File: config.mk
export PLATFORM = sky130hd
export DESIGN_NAME = threshold_area_time_integrator
export DESIGN_NICKNAME = d
export VERILOG_FILES = /design/src/rtl/core/tati_pkg.sv /design/src/rtl/core/threshold_area_time_integrator.sv
export VERILOG_INCLUDE_DIRS = /design/src /design/src/rtl/core
export SDC_FILE = /design/constraint.sdc
export NUM_CORES = 2
export LEC_CHECK = 0
export ABC_AREA = 1
export BUFFER_PORTS_ARGS = -buffer_cell sky130_fd_sc_hd__buf_2
export CAP_MARGIN = 20
export CELL_PAD_IN_SITES_DETAIL_PLACEMENT = 1
export CELL_PAD_IN_SITES_GLOBAL_PLACEMENT = 1
export CORE_MARGIN = 4
export CORE_UTILIZATION = 52
export CTS_CLUSTER_DIAMETER = 150
export DETAILED_ROUTE_END_ITERATION = 12
export GPL_TIMING_DRIVEN = 0
export HOLD_SLACK_MARGIN = 0.02
export MAX_ROUTING_LAYER = met4
export PLACE_DENSITY = 0.89
export SYNTH_ARGS = -nofsm -noshare
export SYNTH_HDL_FRONTEND = slang
export SYNTH_SLANG_ARGS = --single-unit
File: constraint.sdc
create_clock -name clk -period 14.2 [get_ports clk]
set_clock_uncertainty 0.1 [all_clocks]
set_input_delay 2.13 -clock clk [delete_from_list [all_inputs] [get_ports clk]]
set_output_delay 2.13 -clock clk [all_outputs]
set_load 0.02 [all_outputs]
File: src/rtl/core/threshold_area_time_integrator_defines.svh
// assertion macros for the threshold area and time integrator
`ifndef THRESHOLD_AREA_TIME_INTEGRATOR_DEFINES_SVH
`define THRESHOLD_AREA_TIME_INTEGRATOR_DEFINES_SVH

// same-cycle implication, checked outside reset
`define TATI_ASSERT_IMPL(name, clk, rstn, ante, cons, msg) \
	name: assert property (@(posedge clk) disable iff (!rstn) (ante) |-> (cons)) \
		else $error(msg);

// next-cycle implication, checked outside reset
`define TATI_ASSERT_NEXT(name, clk, rstn, ante, cons, msg) \
	name: assert property (@(posedge clk) disable iff (!rstn) (ante) |=> (cons)) \
		else $error(msg);

`endif

File: src/rtl/core/tati_pkg.sv
// shared widths, sequencer states and control bundle for the area and time integrator
package tati_pkg;

	localparam int unsigned VAL_W      = 32;
	localparam int unsigned AREA_W     = 64;
	localparam int unsigned IN_DATA_W  = 2 * VAL_W;
	localparam int unsigned OUT_DATA_W = AREA_W + VAL_W;
	localparam int unsigned DIV_STEPS  = VAL_W;
	localparam int unsigned CNT_W      = $clog2(DIV_STEPS);

	typedef enum logic [2:0] {
		ST_IDLE,
		ST_SETUP,
		ST_MUL,
		ST_DIV,
		ST_ACC
	} tati_state_t;

	typedef struct packed {
		logic in_ready;
		logic do_setup;
		logic do_mul;
		logic do_div;
		logic do_acc;
	} tati_ctrl_t;

endpackage

File: src/rtl/core/threshold_area_time_integrator.sv
// threshold area and time integrator: one shared multiplier and a radix-2 divider under a sequencer
//
//  channel   dir  handshake              payload
//  s_axis    in   tvalid / tready        tdata = sample_time, sample_level; tlast = last_sample
//  m_axis    out  tvalid / tready        tdata = area_above, time_above; tuser = saturated
//  cfg       in   cfg_we (no wait)       cfg_wdata = threshold_level
//
//  a segment with a threshold crossing holds tready low after acceptance through setup,
//  one multiply, 32 divider steps, one multiply and the accumulate step
//  other samples hold it low through setup, one multiply and the accumulate step
//  the radix-2 divider loop is the longest part of a transaction
//  reset clears the threshold, the running totals and the output valid flag at once
//  the final sample of a curve waits in the accumulate step while an earlier result is unread
`include "threshold_area_time_integrator_defines.svh"

module threshold_area_time_integrator (
	input  logic                                clk,
	input  logic                                arst_n,
	input  logic                                cfg_we,
	input  logic [tati_pkg::VAL_W-1:0]          cfg_wdata,      // threshold_level
	input  logic                                s_axis_tvalid,
	output logic                                s_axis_tready,
	input  logic [tati_pkg::IN_DATA_W-1:0]      s_axis_tdata,   // sample_time, sample_level
	input  logic                                s_axis_tlast,
	output logic                                m_axis_tvalid,
	input  logic                                m_axis_tready,
	output logic [tati_pkg::OUT_DATA_W-1:0]     m_axis_tdata,   // area_above, time_above
	output logic                                m_axis_tuser    // saturated
);
	import tati_pkg::*;

	tati_state_t state_q, state_d;
	tati_ctrl_t  ctrl;

	logic [VAL_W-1:0]  thr_q;
	logic [VAL_W-1:0]  prev_level_q, prev_time_q;
	logic              first_q;
	logic [AREA_W-1:0] area_q;
	logic [VAL_W-1:0]  time_q;
	logic              clip_q;

	logic [VAL_W-1:0]  t_q, lv_q;
	logic              last_q;

	logic [VAL_W-1:0]  mul_a_q, mul_b_q, h_q, den_q, corr_q, tterm_q;
	logic              need_div_q, shr_q;
	logic [AREA_W-1:0] prod_q;
	logic [CNT_W-1:0]  cnt_q;

	logic              out_valid_q, out_sat_q;
	logic [AREA_W-1:0] out_area_q;
	logic [VAL_W-1:0]  out_time_q;
	logic              out_free;

	// setup decode
	logic              above, equal, p_above, p_below;
	logic [VAL_W-1:0]  dt, lv_m, p_m, lv_p, p_lv;
	logic [VAL_W:0]    sum_h;
	logic [VAL_W-1:0]  set_a, set_b, set_h, set_den, set_corr, set_tterm;
	logic              set_div, set_shr;

	// divider step
	logic [VAL_W:0]    trial;
	logic              ge;
	logic [VAL_W:0]    trial_sub;
	logic [VAL_W-1:0]  rem_n;
	logic [AREA_W-1:0] div_n;

	// accumulate
	logic [AREA_W-1:0] aterm;
	logic [AREA_W:0]   asum;
	logic [VAL_W:0]    tsum;
	logic [AREA_W-1:0] area_n;
	logic [VAL_W-1:0]  time_n;
	logic              clip_n;

	assign out_free = !out_valid_q || m_axis_tready;

	// next state
	always_comb begin
		state_d = state_q;
		case (state_q)
			ST_IDLE:  if (s_axis_tvalid) state_d = ST_SETUP;
			ST_SETUP: state_d = ST_MUL;
			ST_MUL:   state_d = need_div_q ? ST_DIV : ST_ACC;
			ST_DIV:   if (cnt_q == CNT_W'(DIV_STEPS - 1)) state_d = ST_MUL;
			ST_ACC:   if (!last_q || out_free) state_d = ST_IDLE;
			default:  state_d = ST_IDLE;
		endcase
	end

	// sequencer outputs
	always_comb begin
		ctrl = '0;
		case (state_q)
			ST_IDLE:  ctrl.in_ready = 1'b1;
			ST_SETUP: ctrl.do_setup = 1'b1;
			ST_MUL:   ctrl.do_mul   = 1'b1;
			ST_DIV:   ctrl.do_div   = 1'b1;
			ST_ACC:   ctrl.do_acc   = !last_q || out_free;
			default:  ctrl = '0;
		endcase
	end

	assign s_axis_tready = ctrl.in_ready;

	// segment classification against the threshold
	always_comb begin
		above   = lv_q > thr_q;
		equal   = lv_q == thr_q;
		p_above = prev_level_q > thr_q;
		p_below = prev_level_q < thr_q;
		dt      = (t_q >= prev_time_q) ? (t_q - prev_time_q) : '0;
		lv_m    = lv_q - thr_q;
		p_m     = prev_level_q - thr_q;
		lv_p    = lv_q - prev_level_q;
		p_lv    = prev_level_q - lv_q;
		sum_h   = {1'b0, p_m} + {1'b0, lv_m};

		set_a     = '0;
		set_b     = '0;
		set_h     = '0;
		set_den   = '0;
		set_corr  = '0;
		set_tterm = '0;
		set_div   = 1'b0;
		set_shr   = 1'b0;
		if (first_q) begin
			set_tterm = above ? t_q : '0;
		end else if (above && p_below) begin
			// rising crossing: triangle after the interpolated crossing
			set_a   = dt;
			set_b   = lv_m;
			set_den = lv_p;
			set_h   = lv_m;
			set_div = 1'b1;
			set_shr = 1'b1;
		end else if (above) begin
			// trapezoid, odd height sum adds half the base
			set_a     = sum_h[VAL_W:1];
			set_b     = dt;
			set_corr  = sum_h[0] ? (dt >> 1) : '0;
			set_tterm = dt;
		end else if (equal && p_above) begin
			// falling onto the threshold: full span and a triangle
			set_a     = p_m;
			set_b     = dt;
			set_shr   = 1'b1;
			set_tterm = dt;
		end else if (!equal && p_above) begin
			// falling crossing: triangle before the interpolated crossing
			set_a   = dt;
			set_b   = p_m;
			set_den = p_lv;
			set_h   = p_m;
			set_div = 1'b1;
			set_shr = 1'b1;
		end
	end

	// one restoring divider step over the product register
	always_comb begin
		trial     = {prod_q[AREA_W-1:VAL_W], prod_q[VAL_W-1]};
		ge        = trial >= {1'b0, den_q};
		trial_sub = trial - {1'b0, den_q};
		rem_n     = ge ? trial_sub[VAL_W-1:0] : trial[VAL_W-1:0];
		div_n     = {rem_n, prod_q[VAL_W-2:0], ge};
	end

	// saturating totals
	always_comb begin
		aterm  = shr_q ? {1'b0, prod_q[AREA_W-1:1]} : (prod_q + {{VAL_W{1'b0}}, corr_q});
		asum   = {1'b0, area_q} + {1'b0, aterm};
		tsum   = {1'b0, time_q} + {1'b0, tterm_q};
		area_n = asum[AREA_W] ? '1 : asum[AREA_W-1:0];
		clip_n = clip_q | asum[AREA_W];
		time_n = tsum[VAL_W] ? '1 : tsum[VAL_W-1:0];
	end

	// sequencer state
	always_ff @(posedge clk or negedge arst_n) begin
		if (!arst_n) begin
			state_q <= ST_IDLE;
		end else begin
			state_q <= state_d;
		end
	end

	// threshold register
	always_ff @(posedge clk or negedge arst_n) begin
		if (!arst_n) begin
			thr_q <= '0;
		end else if (cfg_we) begin
			thr_q <= cfg_wdata;
		end
	end

	// input capture
	always_ff @(posedge clk) begin
		if (ctrl.in_ready && s_axis_tvalid) begin
			t_q    <= s_axis_tdata[VAL_W-1:0];
			lv_q   <= s_axis_tdata[IN_DATA_W-1:VAL_W];
			last_q <= s_axis_tlast;
		end
	end

	// shared multiplier operands, divider and step counter
	always_ff @(posedge clk or negedge arst_n) begin
		if (!arst_n) begin
			need_div_q <= 1'b0;
			cnt_q      <= '0;
		end else if (ctrl.do_setup) begin
			need_div_q <= set_div;
			cnt_q      <= '0;
		end else if (ctrl.do_div) begin
			cnt_q <= cnt_q + 1'b1;
			if (cnt_q == CNT_W'(DIV_STEPS - 1)) begin
				need_div_q <= 1'b0;
			end
		end
	end

	always_ff @(posedge clk) begin
		if (ctrl.do_setup) begin
			mul_a_q <= set_a;
			mul_b_q <= set_b;
			h_q     <= set_h;
			den_q   <= set_den;
			corr_q  <= set_corr;
			tterm_q <= set_tterm;
			shr_q   <= set_shr;
		end else if (ctrl.do_mul) begin
			prod_q <= AREA_W'(mul_a_q) * AREA_W'(mul_b_q);
		end else if (ctrl.do_div) begin
			prod_q <= div_n;
			if (cnt_q == CNT_W'(DIV_STEPS - 1)) begin
				// crossing span drives both the time and the triangle base
				mul_a_q <= div_n[VAL_W-1:0];
				mul_b_q <= h_q;
				tterm_q <= div_n[VAL_W-1:0];
			end
		end
	end

	// curve state and running totals
	always_ff @(posedge clk or negedge arst_n) begin
		if (!arst_n) begin
			prev_level_q <= '0;
			prev_time_q  <= '0;
			first_q      <= 1'b1;
			area_q       <= '0;
			time_q       <= '0;
			clip_q       <= 1'b0;
		end else if (ctrl.do_acc) begin
			if (last_q) begin
				prev_level_q <= '0;
				prev_time_q  <= '0;
				first_q      <= 1'b1;
				area_q       <= '0;
				time_q       <= '0;
				clip_q       <= 1'b0;
			end else begin
				prev_level_q <= lv_q;
				prev_time_q  <= t_q;
				first_q      <= 1'b0;
				area_q       <= area_n;
				time_q       <= time_n;
				clip_q       <= clip_n;
			end
		end
	end

	// output register
	always_ff @(posedge clk or negedge arst_n) begin
		if (!arst_n) begin
			out_valid_q <= 1'b0;
		end else if (ctrl.do_acc && last_q) begin
			out_valid_q <= 1'b1;
		end else if (m_axis_tready) begin
			out_valid_q <= 1'b0;
		end
	end

	always_ff @(posedge clk) begin
		if (ctrl.do_acc && last_q) begin
			out_area_q <= area_n;
			out_time_q <= time_n;
			out_sat_q  <= clip_n;
		end
	end

	assign m_axis_tvalid = out_valid_q;
	assign m_axis_tdata  = {out_time_q, out_area_q};
	assign m_axis_tuser  = out_sat_q;

	// checks
	`TATI_ASSERT_NEXT(a_busy_after_accept, clk, arst_n, s_axis_tvalid && s_axis_tready, !s_axis_tready, "input taken while a sample is in flight")
	`TATI_ASSERT_IMPL(a_div_nonzero, clk, arst_n, state_q == ST_DIV, den_q != '0, "divider running on a zero level span")
	`TATI_ASSERT_IMPL(a_sat_all_ones, clk, arst_n, m_axis_tvalid && m_axis_tuser, &m_axis_tdata[AREA_W-1:0], "saturated result without a full area")

endmodule
Yosys cells after proc, flatten, opt, wreduce, memory -nomap -nowiden
Cells that the tools add are included.
{ "op_classes": {"mux": 69, "reduce_logical": 21, "eq_ne": 10, "n_lt_le_gt_ge": 5, "n_mul": 1, "n_bitwise": 4, "addsub": 11} }
{ "ops": {"columns": ["op", "count"], "rows": [
  ["two-way mux 32 bit", 37],
  ["two-way mux 64 bit", 5],
  ["subtractor 32 bit", 6],
  ["adder 32 x 32 -> 33 bit", 2],
  ["adder 64 x 64 -> 65 bit", 1],
  ["adder 64 x 32 -> 64 bit", 1],
  ["> comparator 32 bit", 2],
  ["multiplier 32 x 32 -> 64 bit", 1],
  ["greater-or-equal comparator 33 x 32 -> 1 bit", 1],
  ["equality test 32 bit", 1],
  ["greater-or-equal comparator 32 bit", 1],
  ["< comparator 32 bit", 1],
  ["two-way mux 1 bit", 20],
  ["one-hot mux 3 bit (5 select lines)", 1],
  ["two-way mux 3 bit", 4],
  ["two-way mux 5 bit", 2],
  ["nonzero test 2 bit", 4],
  ["equality test 3 x 2 -> 1 bit, second input constant", 2],
  ["inequality test 2 bit, second input constant", 3],
  ["AND reduction 3 bit", 2],
  ["adder 5 x 1 -> 5 bit, second input constant", 1],
  ["equality test 5 bit, second input constant", 1],
  ["logical AND 1 bit", 5],
  ["AND reduction 2 bit", 2],
  ["10 further kinds", 15]
]} }
{ "word_totals": {"regBits": 623, "inputBits": 102, "out_inout_bits": 99, "elab_cells": 147} }

Depth between registers and ports, before layout
{ "logic_depth": {"ltp_word": 9, "depth_mapped": 32, "depth_no_buf": 32} }

Worst setup path after synthesis
No wires, ideal clock.
{ "synth_path": {"path_type": "input-to-reg", "start": "in m_axis_tready", "end": "reg out_sat_q (netlist: m_axis_tuser) (enable)", "required_time_ns": 13.543, "arrival_time_ns": 6.727, "n_path_buf": 1, "setup_ns": 0.557, "path_slack_ns": 6.817, "cell_stages": 5, "path_cell_list": "nor3_1 nor2_1 inv_2 clkbuf_1 nor2_1"} }
{ "synth_via": {"elab_chain_cells": 4} }
{ "synth_lines": {"columns": ["item", "line_no", "source"], "rows": [
  ["start, declared", "threshold_area_time_integrator.sv:26", "input logic m_axis_tready,"],
  ["logical OR 1 bit", "threshold_area_time_integrator.sv:77", "assign out_free = !out_valid_q || m_axis_tready;"],
  ["logical OR 1 bit", "threshold_area_time_integrator.sv:100", "ST_ACC: ctrl.do_acc = !last_q || out_free;"],
  ["two-way mux 1 bit", "threshold_area_time_integrator.sv:95", "case (state_q)"],
  ["logical AND 1 bit", "threshold_area_time_integrator.sv:285", "if (ctrl.do_acc && last_q) begin"],
  ["end signal, assigned", "threshold_area_time_integrator.sv:288", "out_sat_q <= clip_n;"],
  ["end, declared", "threshold_area_time_integrator.sv:50", "logic out_valid_q, out_sat_q;"]
]} }
Every way passes these cells.
A chain may end at the register's enable or synchronous reset.

Worst setup path in the final report
{ "layout_path": {"start": "reg mul_a_q[12]", "end": "reg prod_q[58], data pin"} }
{ "layout_via": {"elab_chain_cells": 2} }
{ "layout_lines": {"columns": ["item", "line_no", "source"], "rows": [
  ["start, declared", "threshold_area_time_integrator.sv:45", "logic [VAL_W-1:0] mul_a_q, mul_b_q, h_q, den_q, corr_q, tterm_q;"],
  ["start signal, assigned", "threshold_area_time_integrator.sv:225", "mul_a_q <= set_a;"],
  ["start signal, assigned", "threshold_area_time_integrator.sv:238", "mul_a_q <= div_n[VAL_W-1:0];"],
  ["multiplier 32 x 32 -> 64 bit", "threshold_area_time_integrator.sv:233", "prod_q <= AREA_W'(mul_a_q) * AREA_W'(mul_b_q);"],
  ["two-way mux 64 bit", "threshold_area_time_integrator.sv:232", "end else if (ctrl.do_mul) begin"],
  ["end signal, assigned", "threshold_area_time_integrator.sv:233", null],
  ["end signal, assigned", "threshold_area_time_integrator.sv:235", "prod_q <= div_n;"],
  ["end, declared", "threshold_area_time_integrator.sv:47", "logic [AREA_W-1:0] prod_q;"]
]} }
Every way passes these cells.

==> impl_metrics.prom <==
# TYPE chip_impl_metric gauge
chip_impl_metric{name="num_vias",unit=""} 88160
chip_impl_metric{name="postSynth.asyncResetShare",unit=""} 0.3280
chip_impl_metric{name="cts-resized-gates",unit=""} 0
chip_impl_metric{name="start_util",unit=""} 0.5231
chip_impl_metric{name="setup-violations-final",unit=""} 0
chip_impl_metric{name="detailed_place_hpwl",unit="um"} 342400
chip_impl_metric{name="drtPass1Iterations",unit=""} 6
chip_impl_metric{name="post_synth_num_cell_types",unit=""} 66
chip_impl_metric{name="antenna_found_initial",unit=""} 35
chip_impl_metric{name="layout.cell_area.non_filler",unit="mm^2"} 0.09224
chip_impl_info{name="crit_end_category",value="flip-flop"} 1
chip_impl_metric{name="route.antenna.remaining_nets",unit=""} 0
chip_impl_metric{name="maximum_number_of_pins_on_one_net_before_global_route_repair",unit=""} 96
chip_impl_info{name="critical-path-top-cell-by-count",value="sky130_fd_sc_hd__fa_1"} 1
chip_impl_metric{name="synth_cells",unit=""} 11790
chip_impl_info{name="worst_hold_path_type",value="reg -> reg"} 1
chip_impl_metric{name="detail_route.wirelength",unit="um"} 421600
chip_impl_metric{name="worstMarginPinSlew",unit="ns"} 1.524
chip_impl_info{name="regToRegStartpoint",value="mul_a_q[12]"} 1
chip_impl_info{name="cts_tree",value="yes"} 1
chip_impl_info{name="rsz_0062_raised_after_global_routing",value="false"} 1
chip_impl_metric{name="cts.sinks",unit=""} 622
chip_impl_metric{name="synth_seq_area_share",unit=""} 0.2074
chip_impl_metric{name="drt_first_iter_violations",unit=""} 10190
chip_impl_metric{name="via_density_per_instance",unit=""} 6.129
chip_impl_metric{name="synth_edf_count",unit=""} 418
chip_impl_metric{name="grt_use_total",unit=""} 0.4925
chip_impl_metric{name="cts_made_buffers",unit=""} 78
chip_impl_info{name="cp_top_family",value="adder cells"} 1
chip_impl_metric{name="slew_headroom",unit=""} -0.01613
chip_impl_info{name="worst_setup_path_start_kind",value="flip-flop"} 1
chip_impl_metric{name="cp.buffers_inverters",unit=""} 8
chip_impl_metric{name="dieArea",unit="mm^2"} 0.1703
chip_impl_metric{name="count_of_boundary_i_o_pins",unit=""} 201
chip_impl_metric{name="gp_congestion",unit=""} 1.127
chip_impl_info{name="dominantRegCellSynth",value="sky130_fd_sc_hd__edfxtp_1"} 1
chip_impl_metric{name="reg2reg_path_depth",unit=""} 27
chip_impl_metric{name="worst-endpoint-arrival",unit="ns"} 9.91
chip_impl_metric{name="slack_of_the_critical_path",unit="ns"} 4.644
chip_impl_metric{name="num-nets-final",unit=""} 13730
chip_impl_metric{name="post_route_cells_drive_above_1_share",unit=""} 0.04412
chip_impl_metric{name="max_cap_viol_count",unit=""} 1
chip_impl_metric{name="fillCellCount",unit=""} 21210
chip_impl_info{name="whs_endpoint",value="area_q[56]"} 1
chip_impl_metric{name="syn2layout_area_growth",unit="%"} 8.330
chip_impl_metric{name="path_max_fanout",unit=""} 10
chip_impl_info{name="failed_checks",value="max-capacitance violations, max-slew violations"} 1
chip_impl_metric{name="num_rows",unit=""} 148
chip_impl_metric{name="maxSlewViolCount",unit=""} 12
chip_impl_metric{name="place_worst_setup_slack",unit="ns"} 5.441
chip_impl_info{name="worst_hold_launch",value="area_q[56]"} 1
chip_impl_metric{name="cts_htree_levels",unit=""} 3
chip_impl_metric{name="numPortBuffers",unit=""} 199
chip_impl_metric{name="cts_hold_repair.buffers",unit=""} 0
chip_impl_metric{name="placeableCoreArea",unit="mm^2"} 0.1628
chip_impl_metric{name="via_count_of_the_first_global_routing_pass",unit=""} 92150
chip_impl_metric{name="timing.hold.worst_path_depth",unit=""} 2
chip_impl_metric{name="post_synth.cell_area_avg",unit="um^2"} 7.222
chip_impl_info{name="timing.rr.end",value="prod_q[58]"} 1
chip_impl_metric{name="layout_min_cycle_time",unit="ns"} 9.556
chip_impl_metric{name="worst_path_largest_cell_delay",unit="ns"} 1.06
chip_impl_info{name="ctsRootBufferMaster",value="sky130_fd_sc_hd__clkbuf_16"} 1
chip_impl_metric{name="timing.reg2reg.setup_slack",unit="ns"} 4.64
chip_impl_metric{name="synth_fp_nets",unit=""} 13410
chip_impl_metric{name="fmax",unit="MHz"} 104.7
chip_impl_metric{name="gr-total-overflow",unit=""} 0
chip_impl_info{name="crit_path_top_delay_cell",value="sky130_fd_sc_hd__clkbuf_1"} 1
chip_impl_metric{name="hold_viol_final",unit=""} 0
chip_impl_metric{name="die_width",unit="um"} 412.7
chip_impl_metric{name="synth_area",unit="mm^2"} 0.08515
chip_impl_metric{name="die_h",unit="um"} 412.7
chip_impl_info{name="worstSetupPathType",value="reg -> reg"} 1
chip_impl_metric{name="dr_wl_cell",unit="um"} 29.31
chip_impl_metric{name="fin_tns_setup",unit="ns"} 0
chip_impl_metric{name="fin_hold_ws",unit="ns"} 0.3960
chip_impl_metric{name="crit_required",unit="ns"} 14.55
chip_impl_metric{name="max-clock-path-buffers",unit=""} 3
chip_impl_metric{name="wire_length_of_the_first_global_routing_pass",unit="um"} 596300
chip_impl_metric{name="min_period_over_period",unit=""} 0.6729
chip_impl_info{name="status",value="finished, violations left"} 1
chip_impl_metric{name="cts.reportedPaths.clkPinSlew",unit="ns"} 0.07
chip_impl_metric{name="clkLatencyLatePin",unit="ns"} 0.74
chip_impl_metric{name="cts_setup_buffers",unit=""} 0
chip_impl_metric{name="synth-seq-cells",unit=""} 622
chip_impl_metric{name="yosysWarnings",unit=""} 0
chip_impl_metric{name="detailed_place.area",unit="mm^2"} 0.08923
chip_impl_metric{name="post-route-drc-count",unit=""} 0
area by class of cell:
type / count / area [um^2] / area share
multi-input cells: 8270 / 56480 / 0.6123
flip-flops and latches: 622 / 17660 / 0.1914
inverters: 2531 / 9502 / 0.1030
well taps: 2175 / 2721 / 0.02950
clock buffers: 102 / 2092 / 0.02268
repair buffers: 235 / 1677 / 0.01818
plain buffers: 367 / 1546 / 0.01677
clock inverters: 44 / 470.5 / 0.005100
diodes: 38 / 95.09 / 0.001031
kinds of logic (layout without fill, tap and decap cells):
kind of cell    after synthesis  in the layout  synth area share
buf+inv                    2898           3279            0.1297
other cells                   0             38                 0
xor+xnor                    244            244           0.02510
compound gates             1407           1407           0.09142
mux                           2              2         0.0002498
fa+ha+maj                  1519           1519            0.3031
simple gates               5098           5098            0.2430
flops                       622            622            0.2074
routing by layer:
layer	global-route usage	wire length (um)	vias up
met5	-	0	-
met4	0.3676	43030	0
met3	0.1434	50230	2248
met2	0.7244	179200	5738
met1	0.5714	149100	43300
li1	-	-	36880
state kept, by name (all words and copies together) (netlist names), 3 cells and up:
| signal | flops |
|---|---|
| corr_q | 31 |
| h_q | 32 |
| prod_q | 64 |
| t_q | 32 |
| thr_q | 32 |
| den_q | 32 |
| cnt_q | 5 |
| out_area_q | 64 |
| area_q | 64 |
| tterm_q | 32 |
| prev_level_q | 32 |
| mul_b_q | 32 |
| state_q | 3 |
| out_time_q | 32 |
| time_q | 32 |
| lv_q | 32 |
| mul_a_q | 32 |
| prev_time_q | 32 |
placed cells by master (no fill, tap or decap), types with 19 or more instances in the layout:
cell type,n
sky130_fd_sc_hd__a21boi_0,20
sky130_fd_sc_hd__a21o_1,46
sky130_fd_sc_hd__a21oi_1,570
sky130_fd_sc_hd__a31oi_1,29
sky130_fd_sc_hd__and2_1,20
sky130_fd_sc_hd__buf_2,228
sky130_fd_sc_hd__buf_8,19
sky130_fd_sc_hd__clkbuf_1,320
sky130_fd_sc_hd__clkbuf_16,79
sky130_fd_sc_hd__dfrtp_1,203
sky130_fd_sc_hd__diode_2,38
sky130_fd_sc_hd__edfxtp_1,418
sky130_fd_sc_hd__fa_1,906
sky130_fd_sc_hd__ha_1,613
sky130_fd_sc_hd__inv_1,2517
sky130_fd_sc_hd__nand2_1,3411
sky130_fd_sc_hd__nand2_2,21
sky130_fd_sc_hd__nand3_1,506
sky130_fd_sc_hd__nand3b_1,34
sky130_fd_sc_hd__nand4_1,61
sky130_fd_sc_hd__nor2_1,824
sky130_fd_sc_hd__nor3_1,102
sky130_fd_sc_hd__nor4_1,23
sky130_fd_sc_hd__o21a_1,30
sky130_fd_sc_hd__o21ai_0,461
sky130_fd_sc_hd__o21ai_1,50
sky130_fd_sc_hd__o21bai_1,49
sky130_fd_sc_hd__o22ai_1,78
sky130_fd_sc_hd__or2_2,42
sky130_fd_sc_hd__xnor2_1,95
sky130_fd_sc_hd__xor2_1,149
synth_stat cells, drive strengths merged (2+ instances only):
master / instances / area, um^2
a211oi: 6 / 45.04
a21boi: 21 / 157.6
a21o: 46 / 345.3
a21oi: 576 / 2909
a22o: 15 / 131.4
a22oi: 12 / 90.09
a31o: 2 / 17.52
a31oi: 29 / 181.4
a32o: 2 / 20.02
and2: 20 / 125.1
and3: 9 / 56.30
buf: 65 / 409.2
clkbuf: 302 / 1134
clkinv: 2 / 8.750
dfrtp: 203 / 5080
edfxtp: 418 / 12550
fa: 906 / 18140
ha: 613 / 7670
inv: 2529 / 9493
nand2: 3438 / 13000
nand2b: 2 / 12.51
nand3: 510 / 2580
nand3b: 34 / 255.2
nand4: 63 / 415.4
nor2: 844 / 3253
nor3: 104 / 530.5
nor4: 23 / 143.9
o2111ai: 3 / 26.28
o211ai: 16 / 120.1
o21a: 30 / 225.2
o21ai: 516 / 2601
o21bai: 49 / 367.9
o22ai: 78 / 488.0
o31ai: 2 / 15.01
or2: 50 / 312.8
xnor2: 95 / 832.1
xor2: 149 / 1305
worst max-delay path by stage:
stage / from / slack, ns / endpoint / cells past startpoint
6_report: mul_a_q[12] / 4.64 / prod_q[58] / 27
5_1_grt: mul_a_q[12] / 4.62 / prod_q[58] / 27
4_1_cts: mul_b_q[7] / 5.39 / prod_q[48] / 29
3_5_place_dp: mul_b_q[8] / 5.44 / prod_q[48] / 27
3_3_place_gp: m_axis_tready / 4.32 / out_area_q[61] / 6
2_1_floorplan: m_axis_tready / 6.82 / m_axis_tuser / 5
per-stage QoR:
step	cells	utilization
6_report	14380	0.5667
5_1_grt	14380	0.5666
4_1_cts	14330	0.5639
3_5_place_dp	14180	0.5482
3_3_place_gp	14160	0.5459
2_1_floorplan	11790	-
worst reg2reg max path, delay by kind of cell (launching register included):
kind,cells,cell delay [ns]
adders and majority gates,9,4.66
buffers and inverters,8,1.71
and+or+nand+nor,9,1.30
DFF,1,1.03
AOI/OAI and AO/OA,1,0.50
Power is left out: the tool's default activity adds up to more than one toggle a clock period on the data nets, which glitch-free logic cannot reach.
